$ cat src/rtl/timestamp_reorder_dedup_buffer_macros.svh
// ----------------------------------------------------------------------------
// timestamp reorder dedup buffer assertion macros
// shared concurrent assertion helpers, compiled out with ASSERT_OFF
// ----------------------------------------------------------------------------
`ifndef TIMESTAMP_REORDER_DEDUP_BUFFER_MACROS_SVH
`define TIMESTAMP_REORDER_DEDUP_BUFFER_MACROS_SVH

`ifndef ASSERT_OFF
`define TRDB_ASSERT(lbl, clk, rst_n, cond) \
  lbl: assert property (@(posedge clk) disable iff (!rst_n) (cond)) \
    else $error("assertion failed");
`define TRDB_ASSERT_IMP(lbl, clk, rst_n, ante, cons) \
  lbl: assert property (@(posedge clk) disable iff (!rst_n) (ante) |=> (cons)) \
    else $error("assertion failed");
`else
`define TRDB_ASSERT(lbl, clk, rst_n, cond)
`define TRDB_ASSERT_IMP(lbl, clk, rst_n, ante, cons)
`endif

`endif

$ cat src/rtl/trdb_pkg.sv
// ----------------------------------------------------------------------------
// trdb_pkg
// types, constants and helpers of the timestamp reorder dedup buffer
// ----------------------------------------------------------------------------
package trdb_pkg;

  localparam int HOLD_DEPTH_DEF = 64;
  localparam int KEY_DEPTH_DEF  = 64;
  localparam int MAX_RESULTS    = 64;
  localparam int RES_CW         = 7;
  localparam logic [31:0] HALF_RANGE = 32'h8000_0000;

  localparam logic CMD_INSERT = 1'b0;
  localparam logic CMD_FLUSH  = 1'b1;

  localparam logic CFG_DEDUP   = 1'b0;
  localparam logic CFG_REORDER = 1'b1;

  typedef struct packed {
    logic        cmd;
    logic [63:0] tick;
    logic [31:0] order;
    logic [63:0] newest;
    logic [31:0] addr;
    logic [23:0] crc;
    logic [7:0]  len;
    logic [63:0] fp;
    logic [15:0] handle;
  } item_t;

  typedef struct packed {
    logic [63:0] tick;
    logic [31:0] order;
    logic [15:0] handle;
    logic [31:0] addr;
    logic [23:0] crc;
    logic [7:0]  len;
    logic [63:0] fp;
  } rec_t;

  typedef struct packed {
    logic [31:0] addr;
    logic [23:0] crc;
    logic [7:0]  len;
    logic [63:0] fp;
    logic [63:0] tick;
  } key_t;

  function automatic logic earlier(rec_t a, rec_t b);
    logic [31:0] d;
    d = a.order - b.order;
    if (a.tick != b.tick) return a.tick < b.tick;
    return d[31];
  endfunction

  function automatic logic key_match(key_t k, rec_t r);
    return (k.addr == r.addr) && (k.crc == r.crc) && (k.len == r.len) && (k.fp == r.fp);
  endfunction

endpackage

$ cat src/rtl/trdb_front.sv
// ----------------------------------------------------------------------------
// trdb_front
// accepts words, widens ticks, numbers arrivals and tracks the newest tick
// ----------------------------------------------------------------------------
module trdb_front import trdb_pkg::*; (
  input  logic        clk,
  input  logic        rst_n,
  input  logic        in_valid,
  output logic        in_ready,
  input  logic        in_command,
  input  logic [31:0] in_aligned_tick,
  input  logic [31:0] in_access_address,
  input  logic [23:0] in_packet_crc,
  input  logic [7:0]  in_pdu_length,
  input  logic [63:0] in_pdu_fingerprint,
  input  logic [15:0] in_packet_handle,
  input  logic        q_full,
  output logic        q_push,
  output item_t       q_item
);

  logic        first_r, first_nxt;
  logic [31:0] prev_r, prev_nxt;
  logic [31:0] wrap_r, wrap_nxt;
  logic [31:0] arr_r, arr_nxt;
  logic        nv_r, nv_nxt;
  logic [63:0] newest_r, newest_nxt;
  logic [31:0] drop;
  logic [63:0] tick;
  logic        ins;

  assign in_ready = !q_full;
  assign q_push   = in_valid && !q_full;
  assign ins      = q_push && (in_command == CMD_INSERT);
  assign drop     = prev_r - in_aligned_tick;

  always_comb begin
    first_nxt  = first_r;
    prev_nxt   = prev_r;
    wrap_nxt   = wrap_r;
    arr_nxt    = arr_r;
    nv_nxt     = nv_r;
    newest_nxt = newest_r;
    tick       = {32'd0, in_aligned_tick};
    if (first_r) begin
      if (in_aligned_tick < prev_r && drop > HALF_RANGE) wrap_nxt = wrap_r + 32'd1;
      tick = {wrap_nxt, in_aligned_tick};
    end
    if (ins) begin
      first_nxt = 1'b1;
      arr_nxt   = arr_r + 32'd1;
      if (!first_r || in_aligned_tick > prev_r || drop > HALF_RANGE)
        prev_nxt = in_aligned_tick;
      if (!nv_r || tick > newest_r) begin
        nv_nxt     = 1'b1;
        newest_nxt = tick;
      end
    end else begin
      wrap_nxt = wrap_r;
    end
  end

  always_comb begin
    q_item        = '0;
    q_item.cmd    = in_command;
    q_item.tick   = tick;
    q_item.order  = arr_r;
    q_item.newest = newest_nxt;
    q_item.addr   = in_access_address;
    q_item.crc    = in_packet_crc;
    q_item.len    = in_pdu_length;
    q_item.fp     = in_pdu_fingerprint;
    q_item.handle = in_packet_handle;
  end

  always_ff @(posedge clk) begin
    if (!rst_n) begin
      first_r  <= 1'b0;
      prev_r   <= 32'd0;
      wrap_r   <= 32'd0;
      arr_r    <= 32'd0;
      nv_r     <= 1'b0;
      newest_r <= 64'd0;
    end else begin
      first_r  <= first_nxt;
      prev_r   <= prev_nxt;
      wrap_r   <= wrap_nxt;
      arr_r    <= arr_nxt;
      nv_r     <= nv_nxt;
      newest_r <= newest_nxt;
    end
  end

endmodule

$ cat config.mk
export PLATFORM = sky130hd
export DESIGN_NAME = trdb_front
export DESIGN_NICKNAME = d
export VERILOG_FILES = /design/src/rtl/timestamp_reorder_dedup_buffer_macros.svh /design/src/rtl/trdb_pkg.sv /design/src/rtl/trdb_front.sv
export SDC_FILE = /design/constraint.sdc
export NUM_CORES = 1
export LEC_CHECK = 0
export BUFFER_PORTS_ARGS = -buffer_cell sky130_fd_sc_hd__buf_4
export CAP_MARGIN = 20
export CORE_AREA = 2 2 190 192
export CTS_CLUSTER_DIAMETER = 80
export DETAILED_ROUTE_END_ITERATION = 12
export DIE_AREA = 0 0 192 194
export GPL_TIMING_DRIVEN = 0
export SYNTH_ARGS = -nofsm -noshare
export SYNTH_HDL_FRONTEND = slang
export SYNTH_SLANG_ARGS = --single-unit
export TNS_END_PERCENT = 50
$ cat constraint.sdc
create_clock -name clk -period 16.65 [get_ports clk]
set_clock_uncertainty 0.2 [all_clocks]
set_input_delay 3.33 -clock clk [delete_from_list [all_inputs] [get_ports clk]]
set_output_delay 3.33 -clock clk [all_outputs]
set_load 0.01 [all_outputs]
# Yosys cells after proc, flatten, opt, wreduce, memory -nomap -nowiden
# Index checks and enable logic that the tools add are counted.
[totals]
wordCells = 30
ff_bits = 162
inputBits = 181
output_inout_bits = 307
[op_classes]
n_bitwise = 1
muxes = 4
add_sub_neg = 3
n_reduce_logical = 12
magnitude_cmp = 4
[ops]
columns = ["operator", "count"]
rows = [
  ["64-bit 2-to-1 mux", 3],
  ["32-bit by 1-bit adder with 32-bit output (second input constant)", 2],
  ["64-bit greater-than comparator", 1],
  ["32-bit greater-than comparator", 1],
  ["32-bit greater-than comparator (second input constant)", 1],
  ["32-bit < comparator", 1],
  ["32-bit 2-to-1 mux", 1],
  ["32-bit subtractor", 1],
  ["2-bit AND reduction", 3],
  ["1-bit logical AND", 3],
  ["1-bit logical NOT", 3],
  ["1-bit logical OR", 3],
  ["1-bit NOT", 1],
]

# Longest topological paths before layout
[logic_depth]
ltp_word = 9
depth_mapped = 31
depth_no_buf = 27

# Worst setup path after synthesis
# OpenSTA, ideal clock, no wires.
[synth_timing]
path_type = "input -> output"
from = "in in_aligned_tick[8]"
to = "out q_item[178] (netlist name)"
path_stages = 30
n_path_buf = 6
required_time_ps = 13120
arrival_time_ps = 9354
setup_slack_ps = 3766
path_cell_list = "inv_1 > ha_1 > clkbuf_1 > a21oi_1 > o21ai_0 > o2bb2ai_1 > a211oi_2 > mux2_2 > a2111o_1 > nor4_1 > a41o_1 > buf_4 > buf_2 > nor2_1 > xnor2_1 > nor2_1 > ha_1 > a21o_1 > a21o_1 > a21oi_1 > o211ai_1 > o211ai_1 > a21boi_0 > a2111o_1 > o311ai_1 > clkbuf_1 > clkbuf_1 > clkbuf_1 > nand2_1 > o21ai_0"
[synth_lines]
columns = ["item", "line", "rtl"]
rows = [
  ["start, declared", "trdb_front.sv:11", "input logic [31:0] in_aligned_tick,"],
  ["end, declared", "trdb_front.sv:19", "output item_t q_item"],
]

==> run_results.csv <==
group,metric,value,unit
outcome,status,"completed",
synth,netlist_instances,1648,
synth,synth_mux_area_frac,0.0360,
clock_network,clock_sinks,162,
sta,max_freq,63.8,MHz
final_layout,finalNonFillerCells,2486,
clock_network,cts-root-buf,"clkbuf_16",
placed_design,port_buffers,343,
floorplan,start_util,0.359,
placed_design,hpwl,33.5,mm
worst_setup_path,regToRegSetupSlack,7860,ps
final_layout,areaGrowthSynthToFinish,29.3,%
final_layout,final_cell_mix,"buf_4 (523), dfxtp_1 (162), nor2_1 (157)",
pwr,p_leak,7.32,nW
worst_setup_path,crit_slowest_cell,"nor3_1",
pwr,swShare,0.295,
worst_setup_path,crit_top_cell,"buf_4",
clock_network,htree_num_levels,4,
pwr,switching_power,295,uW
clock_network,clk_latency,440,ps
worst_setup_path,reg2reg_from,"prev_r[0]",
pwr,pwr-share-comb,0.219,
min_path,hp-start,"newest_r[52]",
worst_setup_path,crit_arrival,12150,ps
flow_run,maxCapViolations,0,
synth,avgSynthCellArea,7.68,sq um
worst_setup_path,r2r-end,"newest_r[4]",
route,drc_errors,0,
placed_design,pre_cts_ws,1060,ps
route,ant_nets,0,
worst_setup_path,r2r_cells,30,
synth,synth-async-reset-ratio,0,
sta,slew_headroom,0.293,
synth,synth_edf_count,0,
floorplan,io_pins,488,
route,drtIter0Drc,592,
synth,syn_area,12700,sq um
worst_setup_path,cp-endpoint,"q_item[206]",
clock_network,cts-hold-fix-buffers,0,
sta,period_needed,15680,ps
route,routed_wl,41.2,mm
sta,drv_slew,0,
final_layout,nets,2290,
synth,yosysTopAreaCellShare,0.256,
final_layout,finish.utilization,0.465,
synth,synth_nets,1928,
floorplan,die_w,192,um
synth,synth_top_area_cell,"dfxtp_1",
clock_network,post_cts_buffers,0,
grt,grt_max_degree,17,
floorplan,dieArea,37200,sq um
worst_setup_path,cp_max_fo,10,
pwr,worst_ir_drop_vdd,0.0672,mV
min_path,hold_class,"reg -> reg",
worst_setup_path,crit_required,13120,ps
worst_setup_path,worstSetupPathType,"in -> out",
pwr,p_int,706,uW
synth,synthXorXnorAreaFrac,0.0595,
synth,synth.ff_latch_count,162,
final_layout,final_layout_size_suffix_gt1_frac,0.289,
pwr,pwr-share-seq,0.395,
grt,overflow,0,
route,drt_pass1_iterations,5,
pwr,p_per_area,61.2,nW/um^2
synth,synth_top_family_by_area,"simple AND/OR/NAND/NOR gates",
final_layout,layout_commonest_cell,"buf_4",
placed_design,place_congestion,0.883,
clock_network,clkTransAtPathRegs,70,ps
floorplan,dieHeight,194,um
sta,rsz0062_at_grt,"false",
clock_network,tritoncts,"done",
final_layout,design_area,16400,sq um
grt,grt_pass1_wl,62.9,mm
sta,hold_ws,288,ps
pwr,pwr-share-clk,0.385,
worst_setup_path,cp-startpoint,"in_aligned_tick[6]",
worst_setup_path,startpoint_type,"input pin",
sta,finalSetupViolCount,0,
sta,fin_crit_sh,0.942,
route,vias_per_cell,4.99,
synth,synth_area_leaders,"dfxtp_1 (26%), buf_4 (11%), ha_1 (9.7%)",
clock_network,cts_made_buffers,17,
placed_design,place_inst,2452,
route,post_drt_wl_per_cell,16.6,um
grt,antenna_found_initial,2,
worst_setup_path,critPathCaptureType,"primary output",
route,via_count,12410,
synth,synthAdderAreaFrac,0.0985,
pwr,power,1.00,mW
sta,fin_ws,968,ps
grt,track_usage,0.214,
placed_design,place_area,15800,sq um
worst_setup_path,max_stage_delay,880,ps
floorplan,fp-row-count,69,
synth,synth-compound-area-share,0.166,
clock_network,cts_max_path_buffers,2,
synth,synth-simple-area-share,0.216,
synth,ys_warn_count,0,
sta,hold_viol,0,
grt,grt_pass1_vias,11633,
sta,worst-slew-pin-transition,1050,ps
synth,synthDistinctLibCells,66,
floorplan,core,35200,sq um
synth,ys.flop_type,"dfxtp_1",
clock_network,cts_resized,0,
synth,ys_seq_area_frac,0.256,
sta,final.setup.tns,0,ps
-- cell usage after synthesis (21+ instances only) --
cell and n:
a21o_1 26, a21oi_1 65, and2_1 38, and3_1 23, buf_4 180, clkbuf_1 61
dfxtp_1 162, ha_1 98, inv_1 115, mux2i_1 41, nand2_1 149, nand3_1 35
nand4_1 37, nor2_1 157, nor3_1 30, nor4_1 24, o21ai_0 103, o2bb2ai_1 33
or3_1 21, xnor2_1 55, xor2_1 31
-- layout make-up --
class                      instances  area, sq um
inverter                         115          432
sequential                       162         3240
buffer                           253         1690
fill                            3565        18900
timing repair buffer             343         2570
clock buffer                      20          437
antenna                            2         5.00
clock inverter                    12          120
multi-input combinational       1118         7290
tap                              461          577
-- worst min-delay path by stage --
stage                              end  cells past startpoint  slack (ps)
after global routing      newest_r[44]                      1         300
final                     newest_r[52]                      1         290
after floorplan           newest_r[32]                      1         250
after global placement       arr_r[31]                      2         270
after CTS                 newest_r[59]                      1         290
after detailed placement  newest_r[44]                      1         270
-- sequential cells by signal (all words and copies together), names as in the netlist --
signal,count
newest_r,64
arr_r,32
prev_r,32
wrap_r,32
first_r,1
nv_r,1
-- worst max-delay path, delay by kind of cell --
kind | cells | cell delay (ps)
simple gates | 10 | 2730
fa+ha+maj | 2 | 740
mux | 1 | 400
compound gates | 8 | 2220
buf+inv | 8 | 2350
xor+xnor | 1 | 360
-- cells by family after synthesis --
| family | count (synthesis) |
|---|---|
| simple gates | 566 |
| mux | 45 |
| xor+xnor | 86 |
| fa+ha+maj | 99 |
| buf+inv | 368 |
| flops | 162 |
| compound gates | 322 |
-- per-layer routing --
| layer | up-vias | global-route usage | routed length, um |
|---|---|---|---|
| met5 | - | 0 | 0 |
| met4 | 0 | 0.0792 | 1210 |
| met3 | 44 | 0.0425 | 2580 |
| met2 | 393 | 0.381 | 20400 |
| met1 | 5739 | 0.250 | 17000 |
| li1 | 6234 | - | - |
-- power groups by stage --
stage	clock network, mW	logic (mW)	registers [mW]
after global placement	0	0.219	0.405
after floorplan	0	0.134	0.404
final	0.386	0.220	0.396
after detailed placement	0	0.220	0.405
after global routing	0.411	0.241	0.397
after CTS	0.398	0.221	0.396
Power figures use the tool's default switching activity.
