### config.mk
export PLATFORM = sky130hd
export DESIGN_NAME = trdb_fifo
export DESIGN_NICKNAME = d
export VERILOG_FILES = /design/src/rtl/timestamp_reorder_dedup_buffer_macros.svh /design/src/rtl/trdb_fifo.sv
export SDC_FILE = /design/constraint.sdc
export NUM_CORES = 1
export LEC_CHECK = 0
export ABC_AREA = 1
export BUFFER_PORTS_ARGS = -buffer_cell sky130_fd_sc_hd__buf_4
export CORE_MARGIN = 2
export CORE_UTILIZATION = 41
export DETAILED_ROUTE_END_ITERATION = 8
export PLACE_DENSITY = 0.75
export SYNTH_ARGS = -nofsm -noshare
export SYNTH_HDL_FRONTEND = slang
export SYNTH_SLANG_ARGS = --single-unit
### constraint.sdc
create_clock -name clk -period 1.5 [get_ports clk]
set_input_delay 0.075 -clock clk [delete_from_list [all_inputs] [get_ports clk]]
set_output_delay 0.075 -clock clk [all_outputs]
set_load 0.03 [all_outputs]
### src/rtl/timestamp_reorder_dedup_buffer_macros.svh
// ----------------------------------------------------------------------------
// timestamp reorder dedup buffer assertion macros
// shared concurrent assertion helpers, compiled out with ASSERT_OFF
// ----------------------------------------------------------------------------
`ifndef TIMESTAMP_REORDER_DEDUP_BUFFER_MACROS_SVH
`define TIMESTAMP_REORDER_DEDUP_BUFFER_MACROS_SVH

`ifndef ASSERT_OFF
`define TRDB_ASSERT(lbl, clk, rst_n, cond) \
  lbl: assert property (@(posedge clk) disable iff (!rst_n) (cond)) \
    else $error("assertion failed");
`define TRDB_ASSERT_IMP(lbl, clk, rst_n, ante, cons) \
  lbl: assert property (@(posedge clk) disable iff (!rst_n) (ante) |=> (cons)) \
    else $error("assertion failed");
`else
`define TRDB_ASSERT(lbl, clk, rst_n, cond)
`define TRDB_ASSERT_IMP(lbl, clk, rst_n, ante, cons)
`endif

`endif

### src/rtl/trdb_fifo.sv
// ----------------------------------------------------------------------------
// trdb_fifo
// two entry word queue between the front and back parts
// ----------------------------------------------------------------------------
module trdb_fifo #(
  parameter int WIDTH = 8
) (
  input  logic             clk,
  input  logic             rst_n,
  input  logic             push,
  input  logic [WIDTH-1:0] push_data,
  output logic             full,
  output logic             pop_valid,
  input  logic             pop,
  output logic [WIDTH-1:0] pop_data
);

  logic [WIDTH-1:0] slot_r [2];
  logic [1:0]       cnt_r, cnt_nxt;
  logic             wp_r, wp_nxt, rp_r, rp_nxt;

  assign full      = (cnt_r == 2'd2);
  assign pop_valid = (cnt_r != 2'd0);
  assign pop_data  = slot_r[rp_r];

  always_comb begin
    cnt_nxt = cnt_r;
    wp_nxt  = wp_r;
    rp_nxt  = rp_r;
    if (push && !full) begin
      wp_nxt = ~wp_r;
      cnt_nxt = cnt_nxt + 2'd1;
    end
    if (pop && pop_valid) begin
      rp_nxt = ~rp_r;
      cnt_nxt = cnt_nxt - 2'd1;
    end
  end

  always_ff @(posedge clk) begin
    if (!rst_n) begin
      cnt_r <= 2'd0;
      wp_r  <= 1'b0;
      rp_r  <= 1'b0;
    end else begin
      cnt_r <= cnt_nxt;
      wp_r  <= wp_nxt;
      rp_r  <= rp_nxt;
    end
  end

  always_ff @(posedge clk) begin
    if (push && !full) slot_r[wp_r] <= push_data;
  end

endmodule

Yosys cells after proc, flatten, opt, wreduce, memory -nomap -nowiden
Memories as Yosys holds them, arrays and structs flattened. A register that Yosys moved wholly into a read port is not among the register bits.
Index checks and enable logic that the tools add are counted.
{"block": "totals", "regBits": 4, "ramBits": 16, "wordCells": 19, "mem_count": 1}
{"block": "op_classes", "add_sub_neg": 2, "eq_ne": 1, "mux": 6, "bitwise": 2, "n_reduce_logical": 4}
{"name": "slot_r", "depth": 2, "word_bits": 8, "read_ports": 1, "rd_ports_with_merged_regs": 1, "write_ports": 1, "line_no": "trdb_fifo.sv:18", "source": "logic [WIDTH-1:0] slot_r [2];"}
{"operator": "2-to-1 mux 1 bit", "n": 4}
{"operator": "2-to-1 mux 2 bit", "n": 2}
{"operator": "adder 2 x 1 -> 2 bit (second input constant)", "n": 1}
{"operator": "equality test 2 bit (second input constant)", "n": 1}
{"operator": "logical AND 1 bit", "n": 2}
{"operator": "inverter 1 bit", "n": 2}
{"operator": "nonzero test 2 bit", "n": 1}
{"operator": "subtractor 2 x 1 -> 2 bit (second input constant)", "n": 1}
{"operator": "logical NOT 1 bit", "n": 1}

Depth between registers and ports, before layout
Gate-level depths: netlist of the first run.
{"block": "depth", "ltp_word": 6, "depth_mapped": 9}

Worst setup path after synthesis of the first run
Ideal clock, no wire load.
{"block": "synth_path", "kind": "register to register", "startpoint": "register cnt_r[0]", "endpoint": "memory slot_r[1][0], enable pin", "setup_ns": 0.374, "arrival_time_ns": 1.331, "required_ns": 1.126, "path_slack_ns": -0.204, "path_stages_with_launch": 6, "path_buffers": 0, "period_less_slack_ns": 1.704, "cell_sequence": "dfxtp_1 > inv_2 > ha_1 > inv_1 > nand2_2 > nor2_1"}
{"block": "synth_via", "elab_chain_cells": 5}
{"item": "from (decl)", "line_no": "trdb_fifo.sv:19", "source": "logic [1:0] cnt_r, cnt_nxt;"}
{"item": "from (signal assigned)", "line_no": "trdb_fifo.sv:46", "source": "cnt_r <= cnt_nxt;"}
{"item": "equality test 2 bit", "line_no": "trdb_fifo.sv:22", "source": "assign full = (cnt_r == 2'd2);"}
{"item": "net full", "line_no": "trdb_fifo.sv:12", "source": "output logic full,"}
{"item": "logical NOT 1 bit", "line_no": "trdb_fifo.sv:53", "source": "if (push && !full) slot_r[wp_r] <= push_data;"}
{"item": "logical AND 1 bit", "line_no": "trdb_fifo.sv:53"}
{"item": "2-to-1 mux 1 bit", "line_no": "trdb_fifo.sv:53"}
{"item": "2-to-1 mux 1 bit (not written as such)", "line_no": "trdb_fifo.sv:53"}
{"item": "to (decl)", "line_no": "trdb_fifo.sv:18"}
The timed path passes the listed nets, and every way through them passes these cells.

Worst setup path in the final report of the first run
{"block": "layout_path", "startpoint": "register cnt_r[0]", "endpoint": "memory slot_r[1][1], enable pin"}
{"block": "layout_via", "elab_chain_cells": 5}
{"item": "equality test 2 bit", "line_no": "trdb_fifo.sv:22"}
{"item": "logical NOT 1 bit", "line_no": "trdb_fifo.sv:53"}
{"item": "logical AND 1 bit", "line_no": "trdb_fifo.sv:53"}
{"item": "2-to-1 mux 1 bit", "line_no": "trdb_fifo.sv:53"}
{"item": "2-to-1 mux 1 bit (not written as such)", "line_no": "trdb_fifo.sv:53"}
No other way between the ends.

==> impl_results.md, run 1 <==
* Number of port buffers at 21
* Die area at 2400 sq um
* Num ports at 22
* Tot GR Track Use at 0.125
* WS Path Type: reg2reg
* Vias in the first global route at around 550
* Initial DRC Count at 6
* Worst-path fanout max at 9
* Die W at approximately 49 um
* Met1 WL at 549 um
* Slowest-stage cell, CP: dfxtp_1
* CP cell instances: inv_2 -> ha_1 -> inv_1 -> nand2_4 -> nor2_4
* Yosys Warn Count at 0
* Syn Area/Cell at 13.8 sq um
* Final setup TNS at 0 ns
* Rows at 16
* Via density at 4.55
* Met3 routed WL at around 52 um
* Post-Route WL at ~1300 um
* Routed Antenna Nets at 0
* Grt ovf at 0
* Flop2flop setup slack at 0.09 ns
* Layout cells sized above 1 at 0.446
* Placed Cells at approximately 110
* First drt pass iteration count at 4
* Root buffer cell: clkbuf_4
* Worst flop-to-flop path endpoint: slot_r[1][1]
* DRC at 0
* Nets at 107
* Most frequent cells in the layout: buf_4, edfxtp_1, mux2_2, dlygate4sd3_1, nand2_1
* R2R cell count at 5
* Max incr delay on CP at between 0.3 and 0.4 ns
* Placed Area at 1030 sq um
* Fill count at between 150 and 200
* Final max-slew violation count at 0
* Largest net degree at the start of global routing at 12
* F_max at ~710 MHz
* CP top delay family: flip-flops
* Fin crit period at approximately 1.4 ns
* Fin crit share at 0.939
* Worst-skew pair later-pin latency at about 0.29 ns
* Post-CTS setup buffers at 0
* H-tree levels at 1
* Pleak at between 0.4 and 0.5 nW
* Final setup violation count at 0
* Syn nets at 74
* Mapped cell area at approximately 830 sq um
* Synth unique cells at 17
* Maximum clock path buffer count at 2
* Layout area overhead at 37.8%
* Hold path depth at 3
* Run status: complete, no violations
* Final Cell Area at between 1000 and 1500 sq um
* Pwr Density at 1370 nW/um^2
* Wirelength per Cell at ~11 um
* First-pass GRT wire length at approximately 2200 um
* GP Congestion at roughly 0.67
* CTS tree: built
* Hold_sp: rst_n
* VDD IR max at 769 uV
* WHS Endpoint: cnt_r[1]
* Worst rel slew slack at 0.826
* Metal2 WL at 741 um
* CTS Sinks at 21
* WP buf/inv at 2
* Worst setup EP type: flop
* Worst path depth at 5
* Initial antenna violation count at 0
* HP Class: in2reg
* Post-synthesis cell count at 60
* Core Region at 1940 sq um
* Ant. Diodes at 0
* Arr. time, crit path at 1.39 ns
* Worst-path clk slew at between 0.1 and 0.15 ns
* Via count at between 500 and 600
* Max-Cap Viols at 0
* Initial Utilization at 0.428
* Commonest non-fill, non-tap cell in the layout: buf_4
* RSZ-0062 raised after global routing: no
* Sequential fraction of the synthesis area at 0.699
* Non-filler cells, final at ~120
* Final Hold Violating Endpoints at 0
* TritonCTS Buffers at 3
* Worst reg2reg startpoint: cnt_r[0]
* DIE HEIGHT at around 50 um
* Clk_skew at between 0.003 and 0.004 ns
* Uppermost layer routed: met3
* FF+latch count, synth at 21
* DPL Wire Length at ~960 um
* Worst EP required at around 1.5 ns
* Slew @ Worst Pin at about 0.26 ns
* Startpoint Class: flop
## cells in the mapped netlist (all sizes together)
cell / n / area [sq um]
a21oi: 2 / 10.0
nor2: 6 / 25.0
ha: 2 / 25.0
nand3: 2 / 15.0
mux2: 8 / 90.1
inv: 7 / 26.3
nor3: 1 / 5.00
dfxtp: 5 / 100
buf: 1 / 5.00
o21ai: 1 / 5.00
nand2: 8 / 35.0
xor2: 1 / 8.76
edfxtp: 16 / 480
## where the power goes
part           leakage (nW)  internal [mW]  total (mW)  switching, mW
Combinational         0.262          0.232       0.552          0.320
Clock                0.0150          0.103       0.255          0.152
Sequential            0.191          0.713       0.760         0.0465
Total                 0.467           1.05        1.57          0.518
## worst min-delay path, cell delays in order
cell     delay, ns
buf_4         0.09
nand2_1       0.05
nor2_2        0.06
## sequential cells by signal (all words and copies together) (netlist names), named ones only
signal / flops
cnt_r: 2
rp_r: 1
slot_r: 16
wp_r: 1
## per-stage QoR
stage / hold WS [ns] / power [mW] / setup slack [ns] / utilization
5_1_grt: 0.0224 / 1.66 / 0.0100 / 0.590
4_1_cts: 0.0107 / 1.58 / 0.0000103 / 0.586
3_5_place_dp: 0.264 / 1.31 / 0.0827 / 0.532
2_1_floorplan: 0.174 / 1.14 / 0.0336 / -
3_3_place_gp: 0.263 / 1.29 / 0.135 / 0.532
6_report: 0.0144 / 1.57 / 0.0915 / 0.590
## repair_timing
item | in CTS | in global routing
gates resized for setup | 0 | 2
hold buffers | 8 | 0
setup endpoints to repair | 0 | 16
endpoints found under the hold margin | 16 | 0
## layout make-up
class	instances	area [sq um]	share of cell area
Multi-Input combinational cell	31	239	0.209
Inverter	7	26.3	0.0230
Sequential cell	21	582	0.508
Clock buffer	4	26.3	0.0230
Timing Repair Buffer	29	238	0.208
Tap cell	27	33.8	0.0295
## routing by layer
| metal | vias up | global-route usage |
|---|---|---|
| li1 | 269 | - |
| met1 | 256 | 0.138 |
| met2 | 16 | 0.233 |
| met3 | 0 | 0.0276 |
| met4 | 0 | 0.0429 |
| met5 | - | 0 |
## worst max-delay path by stage
stage               startpoint           end  slack (ns)
floorplan             cnt_r[0]  slot_r[1][0]        0.03
global placement      cnt_r[0]  slot_r[1][6]        0.14
detailed placement    cnt_r[0]  slot_r[1][6]        0.08
CTS                       flop   pop_data[3]     0.00001
global route          cnt_r[0]  slot_r[1][5]        0.01
finish                cnt_r[0]  slot_r[1][1]        0.09
## logic make-up (layout without fill, tap and decap cells)
group,after synthesis,after routing,synth area share
buf+inv,8,40,0.0377
xor+xnor,1,1,0.0105
fa+ha+maj,2,2,0.0301
flops,21,21,0.699
mux,8,8,0.108
compound gates,3,3,0.0181
simple gates,17,17,0.0964
(Power assumes the default switching activity.)
==> inputs of run 2 (changes only) <==
PLACE_DENSITY = 0.73   (was 0.75)
SKIP_CTS_REPAIR_TIMING = 1   (was not set)
clock period = 1.4 ns   (was 1.5 ns; I/O delays follow)
==> run 2 against run 1 <==
Die area unchanged. Total power increased by 9.8%. Setup slack lost 0.015 ns. Sequential power is 7.6% higher.
==> impl_results.md, run 2 (synthesized netlist as in run 1, its figures left out) <==
* Fin crit period at 1.32 ns (was 1.41 ns)
* Routed Antenna Nets at 0 (unchanged)
* Placed Area at 1040 sq um (was 1030 sq um)
* Pleak at 0.471 nW (was 0.467 nW)
* Commonest non-fill, non-tap cell in the layout: buf_4 (unchanged)
* Worst-path clk slew at 0.11 ns (about the same)
* Final Util at 0.601 (was 0.590)
* Layout cells sized above 1 at 0.505 (was 0.446)
* Startpoint Class: flop (unchanged)
* Num ports at 22 (unchanged)
* DRC at 0 (unchanged)
* Worst-path fanout max at 9 (unchanged)
* CTS Sinks at 21 (unchanged)
* Final setup violation count at 0 (unchanged)
* VDD IR max at 712 uV (was 769 uV)
* CTS tree: built (unchanged)
* Final Cell Area at 1170 sq um (was 1140 sq um)
* HP Class: in2reg (unchanged)
* Rows at 16 (unchanged)
* Pwr Density at 1470 nW/um^2 (was 1370 nW/um^2)
* WS Path Type: reg2reg (unchanged)
* Maximum clock path buffer count at 2 (unchanged)
* DIE HEIGHT at 49.0 um (unchanged)
* First drt pass iteration count at 4 (unchanged)
* Tot GR Track Use at 0.116 (was 0.125)
* Die W at 49.0 um (unchanged)
* Initial antenna violation count at 0 (unchanged)
* Post-Route WL at 1400 um (was 1340 um)
* Max-Cap Viols at 0 (unchanged)
* Initial DRC Count at 12 (was 6)
* Run status: complete, no violations (unchanged)
* Root buffer cell: clkbuf_4 (unchanged)
* Fill count at 169 (was 171)
* Clk_skew at 0.00120 ns (was 0.00329 ns)
* Top reg by flops: slot_r (unchanged)
* TritonCTS Buffers at 3 (unchanged)
* Wirelength per Cell at 11.7 um (was 11.3 um)
* H-tree levels at 1 (unchanged)
* Ant. Diodes at 0 (unchanged)
* Number of port buffers at 21 (unchanged)
* Vias in the first global route at 500 (was 553)
* Via density at 4.61 (was 4.55)
* First-pass GRT wire length at 2090 um (was 2230 um)
* Most frequent cells in the layout: buf_4, edfxtp_1, mux2_2, dlygate4sd3_1, nand2_1 (unchanged)
* Fin crit share at 0.945 (was 0.939)
* DPL Wire Length at 945 um (was 959 um)
* Grt ovf at 0 (unchanged)
* Max reg flops at 16 (unchanged)
* Worst setup EP type: flop (unchanged)
* Nets at 108 (was 107)
* Register area at 586 sq um (was 582 sq um)
* Die area at 2400 sq um (unchanged)
* Multi-input gate area at 250 sq um (was 239 sq um)
* Largest net degree at the start of global routing at 12 (unchanged)
* Worst-skew pair later-pin latency at 0.29 ns (about the same)
* Final max-slew violation count at 0 (unchanged)
* F_max at 755 MHz (was 710 MHz)
* Largest registers: slot_r (16), cnt_r (2) (unchanged)
* Slew @ Worst Pin at 0.286 ns (was 0.260 ns)
* Final Hold Violating Endpoints at 0 (unchanged)
* Worst rel slew slack at 0.809 (was 0.826)
* Core Region at 1940 sq um (unchanged)
* Worst EP required at 1.39 ns (was 1.48 ns)
* Non-filler cells, final at 120 (was 119)
* Worst hold slack at 0.00105 ns (was 0.0144 ns)
* Final setup TNS at 0 ns (unchanged)
* Via count at 553 (was 541)
* Arr. time, crit path at 1.31 ns (was 1.39 ns)
* Layout area overhead at 40.5% (was 37.8%)
* GP Congestion at 0.670 (was 0.669)
* Placed Cells at 108 (was 107)
* Initial Utilization at 0.428 (unchanged)
## run 2: report_power, final
group	internal [mW]	leakage [nW]	switching, mW
combinational	0.264	0.264	0.359
clock	0.111	0.0150	0.167
sequential	0.768	0.191	0.0498
## run 2: path summary, 6_finish.rpt
kind	start	to	slack, ns	cells past startpoint
hold / removal	rst_n	cnt_r[1]	0.001	3
setup reg to reg	cnt_r[0]	slot_r[1][2]	0.08	5
setup / recovery	cnt_r[0]	slot_r[1][2]	0.08	5
hold reg to reg	rp_r	flop	0.51	2
## run 2: layer usage
metal  GRT usage  part of all wire  vias up
met5           0                 0        -
met4      0.0571             0.012        0
met3      0.0307             0.045        2
met2       0.208              0.57       14
met1       0.126              0.37      263
li1            -                 -      274
## run 2: final cells by class
type                       count  share of cell area
multi-input combinational     31               0.214
tap                           27              0.0289
clock buffer                   4              0.0225
inverter                       7              0.0225
timing repair buffer          30               0.210
sequential                    21               0.502
## run 2: critical path: stages, from the launching register on
cell and delay [ns]:
dfxtp_2 0.36, inv_2 0.05, ha_2 0.18, inv_2 0.07
nand2_2 0.10, nor2_4 0.26
## run 2: stage by stage
stage | worst slack [ns] | power (mW)
2_1_floorplan | 0.00923 | 1.22
3_3_place_gp | 0.0285 | 1.39
3_5_place_dp | -0.0117 | 1.41
4_1_cts | -0.108 | 1.68
5_1_grt | -0.00202 | 1.82
6_report | 0.0763 | 1.72
==> inputs of run 3 (changes only) <==
CELL_PAD_IN_SITES_DETAIL_PLACEMENT = 1   (was not set)
CELL_PAD_IN_SITES_GLOBAL_PLACEMENT = 1   (was not set)
CORE_UTILIZATION = 39   (was 41)
PLACE_DENSITY = 0.83   (was 0.73)
==> run 3 against run 2 <==
The run now ends with negative hold slack left. Register-to-register slack about the same. Die area is 4.7% higher. Utilization is 0.96 points lower. Clock power increased by 1%. Global-route usage grew 2.3 points. Non-clock buffer count rose by 1. Critical path depth is 3 lower. Total power grew 1.0%. Largest power group unchanged.
==> impl_results.md, run 3 (synthesized netlist as in run 1, its figures left out) <==
* Startpoint Class: flop (unchanged)
* WHS Endpoint: cnt_r[1] (unchanged)
* Worst rel slew slack at 0.816 (was 0.809)
* Slew @ Worst Pin at 0.276 ns (was 0.286 ns)
* Vias in the first global route at 562 (was 500)
* Final Util at 0.592 (was 0.601)
* Placed Cells at 108 (unchanged)
* Clock share of power at 0.162 (about the same)
* Sw power at 0.586 mW (was 0.576 mW)
* F_max at 760 MHz (was 755 MHz)
* Max-Cap Viols at 0 (unchanged)
* Largest net degree at the start of global routing at 12 (unchanged)
* TritonCTS Buffers at 3 (unchanged)
* Commonest non-fill, non-tap cell in the layout: buf_4 (unchanged)
* Die area at 2520 sq um (was 2400 sq um)
* Initial Utilization at 0.419 (was 0.428)
* DIE HEIGHT at 50.2 um (was 49.0 um)
* Comb pwr share at 0.366 (was 0.362)
* Via count at 545 (was 553)
* Non-filler cells, final at 121 (was 120)
* Run status: complete, but fails checks (was complete, no violations)
* Fin crit period at 1.32 ns (about the same)
* Fin crit share at 0.940 (was 0.945)
* Die W at 50.2 um (was 49.0 um)
* Layout cells sized above 1 at 0.511 (was 0.505)
* Pwr Density at 1480 nW/um^2 (was 1470 nW/um^2)
* Worst setup EP type: primary output (was flop)
* Most frequent cells in the layout: buf_4, edfxtp_1, mux2_2, dlygate4sd3_1, nand2_1 (unchanged)
* Maximum clock path buffer count at 2 (unchanged)
* Clk_skew at 0.00311 ns (was 0.00120 ns)
* Final max-slew violation count at 0 (unchanged)
* Fill count at 199 (was 169)
* Pleak at 0.476 nW (was 0.471 nW)
* Ant. Diodes at 0 (unchanged)
* Worst-path fanout max at 8 (was 9)
* DPL Wire Length at 1120 um (was 945 um)
* Worst EP required at 1.33 ns (was 1.39 ns)
* Worst-path clk slew at 0.11 ns (about the same)
* Max reg flops at 16 (unchanged)
* Root buffer cell: clkbuf_4 (unchanged)
* Hold path depth at 3 (unchanged)
* Initial DRC Count at 1 (was 12)
* Via density at 4.50 (was 4.61)
* H-tree levels at 1 (unchanged)
* Register area at 586 sq um (unchanged)
* Routed Antenna Nets at 0 (unchanged)
* Multi-input gate area at 248 sq um (was 250 sq um)
* First-pass GRT wire length at 2480 um (was 2090 um)
* WS Path Type: reg2out (was reg2reg)
* Reg power frac at 0.472 (was 0.476)
* Final Hold Violating Endpoints at 1 (was 0)
* Final setup violation count at 0 (unchanged)
* Wirelength per Cell at 13.2 um (was 11.7 um)
* Largest registers: slot_r (16), cnt_r (2) (unchanged)
* Violated checks: negative hold slack
* HP Class: in2reg (unchanged)
* R2R cell count at 5 (unchanged)
* VDD IR max at 912 uV (was 712 uV)
* Worst-skew pair later-pin latency at 0.30 ns (was 0.29 ns)
* Switch share at 0.338 (was 0.335)
* Grt ovf at 0 (unchanged)
* GP Congestion at 0.723 (was 0.670)
* Core Region at 1980 sq um (was 1940 sq um)
* Tot GR Track Use at 0.139 (was 0.116)
* Arr. time, crit path at 1.25 ns (was 1.31 ns)
* Worst flop-to-flop path endpoint: slot_r[1][2] (unchanged)
* Initial antenna violation count at 0 (unchanged)
* CTS Sinks at 21 (unchanged)
* CTS tree: built (unchanged)
* DRC at 0 (unchanged)
* Rows at 16 (unchanged)
* Layout area overhead at 41.1% (was 40.5%)
* Flop2flop setup slack at 0.09 ns (was 0.08 ns)
* First drt pass iteration count at 2 (was 4)
* Int Pwr at 1.15 mW (was 1.14 mW)
* Top reg by flops: slot_r (unchanged)
* Num ports at 22 (unchanged)
* Worst hold slack at -0.00155 ns (was 0.00105 ns)
* Hold_sp: rst_n (unchanged)
* Post-Route WL at 1600 um (was 1400 um)
* Nets at 109 (was 108)
* Worst reg2reg startpoint: cnt_r[0] (unchanged)
* Number of port buffers at 21 (unchanged)
==> run 3: changes by cell type in the layout (fill, tap and decap cells not counted) <==
cell,previous run,this run
buf_4,22,23
nand3_4,1,0
nand3_2,0,1
nand2_4,0,1
nand2_2,2,1
==> run 3: area by class of cell <==
type,instances,share of cell area
Timing Repair Buffer,31,0.216
Sequential cell,21,0.499
Multi-Input combinational cell,31,0.211
Inverter,7,0.0224
Tap cell,27,0.0288
Clock buffer,4,0.0224
==> run 3: layer usage <==
metal	vias to the layer above	wire (um)	GRT usage
met5	-	0	0
met4	0	41	0.0833
met3	4	85	0.0357
met2	17	829	0.232
met1	250	640	0.158
li1	274	-	-
==> run 3: worst max-delay path, stage by stage (launching register included) <==
cell and delay, ns:
dfxtp_4 0.42, mux2_2 0.35, buf_4 0.17
==> run 3: power by group through the flow <==
| stage | clock network [mW] | registers [mW] | logic, mW |
|---|---|---|---|
| 6_report | 0.282 | 0.819 | 0.636 |
| 3_3_place_gp | 0 | 0.823 | 0.572 |
| 3_5_place_dp | 0 | 0.831 | 0.589 |
| 2_1_floorplan | 0 | 0.799 | 0.425 |
| 5_1_grt | 0.327 | 0.831 | 0.696 |
| 4_1_cts | 0.287 | 0.817 | 0.593 |
==> run 3: through the flow <==
| stage | instance area [sq um] | setup WS (ns) | hold slack, ns | setup TNS, ns | total power, mW |
|---|---|---|---|---|---|
| final | 1170 | 0.0846 | -0.00155 | 0 | 1.74 |
| after global routing | 1170 | -0.0268 | 0.0126 | -0.0268 | 1.85 |
| after CTS | 1070 | -0.109 | -0.0549 | -1.23 | 1.70 |
| after detailed placement | 1040 | -0.0359 | 0.260 | -0.305 | 1.42 |
| after global placement | 1040 | 0.0155 | 0.255 | 0 | 1.39 |
| after floorplan | 848 | 0.00923 | 0.169 | 0 | 1.22 |
==> run 3: worst max-delay path by stage <==
stage,slack (ns),depth (start not counted),to
3_5_place_dp,-0.04,5,slot_r[1][4]
6_report,0.08,2,pop_data[1]
3_3_place_gp,0.02,5,slot_r[1][6]
4_1_cts,-0.11,2,pop_data[1]
2_1_floorplan,0.009,5,slot_r[1][0]
5_1_grt,-0.03,10,cnt_r[1]
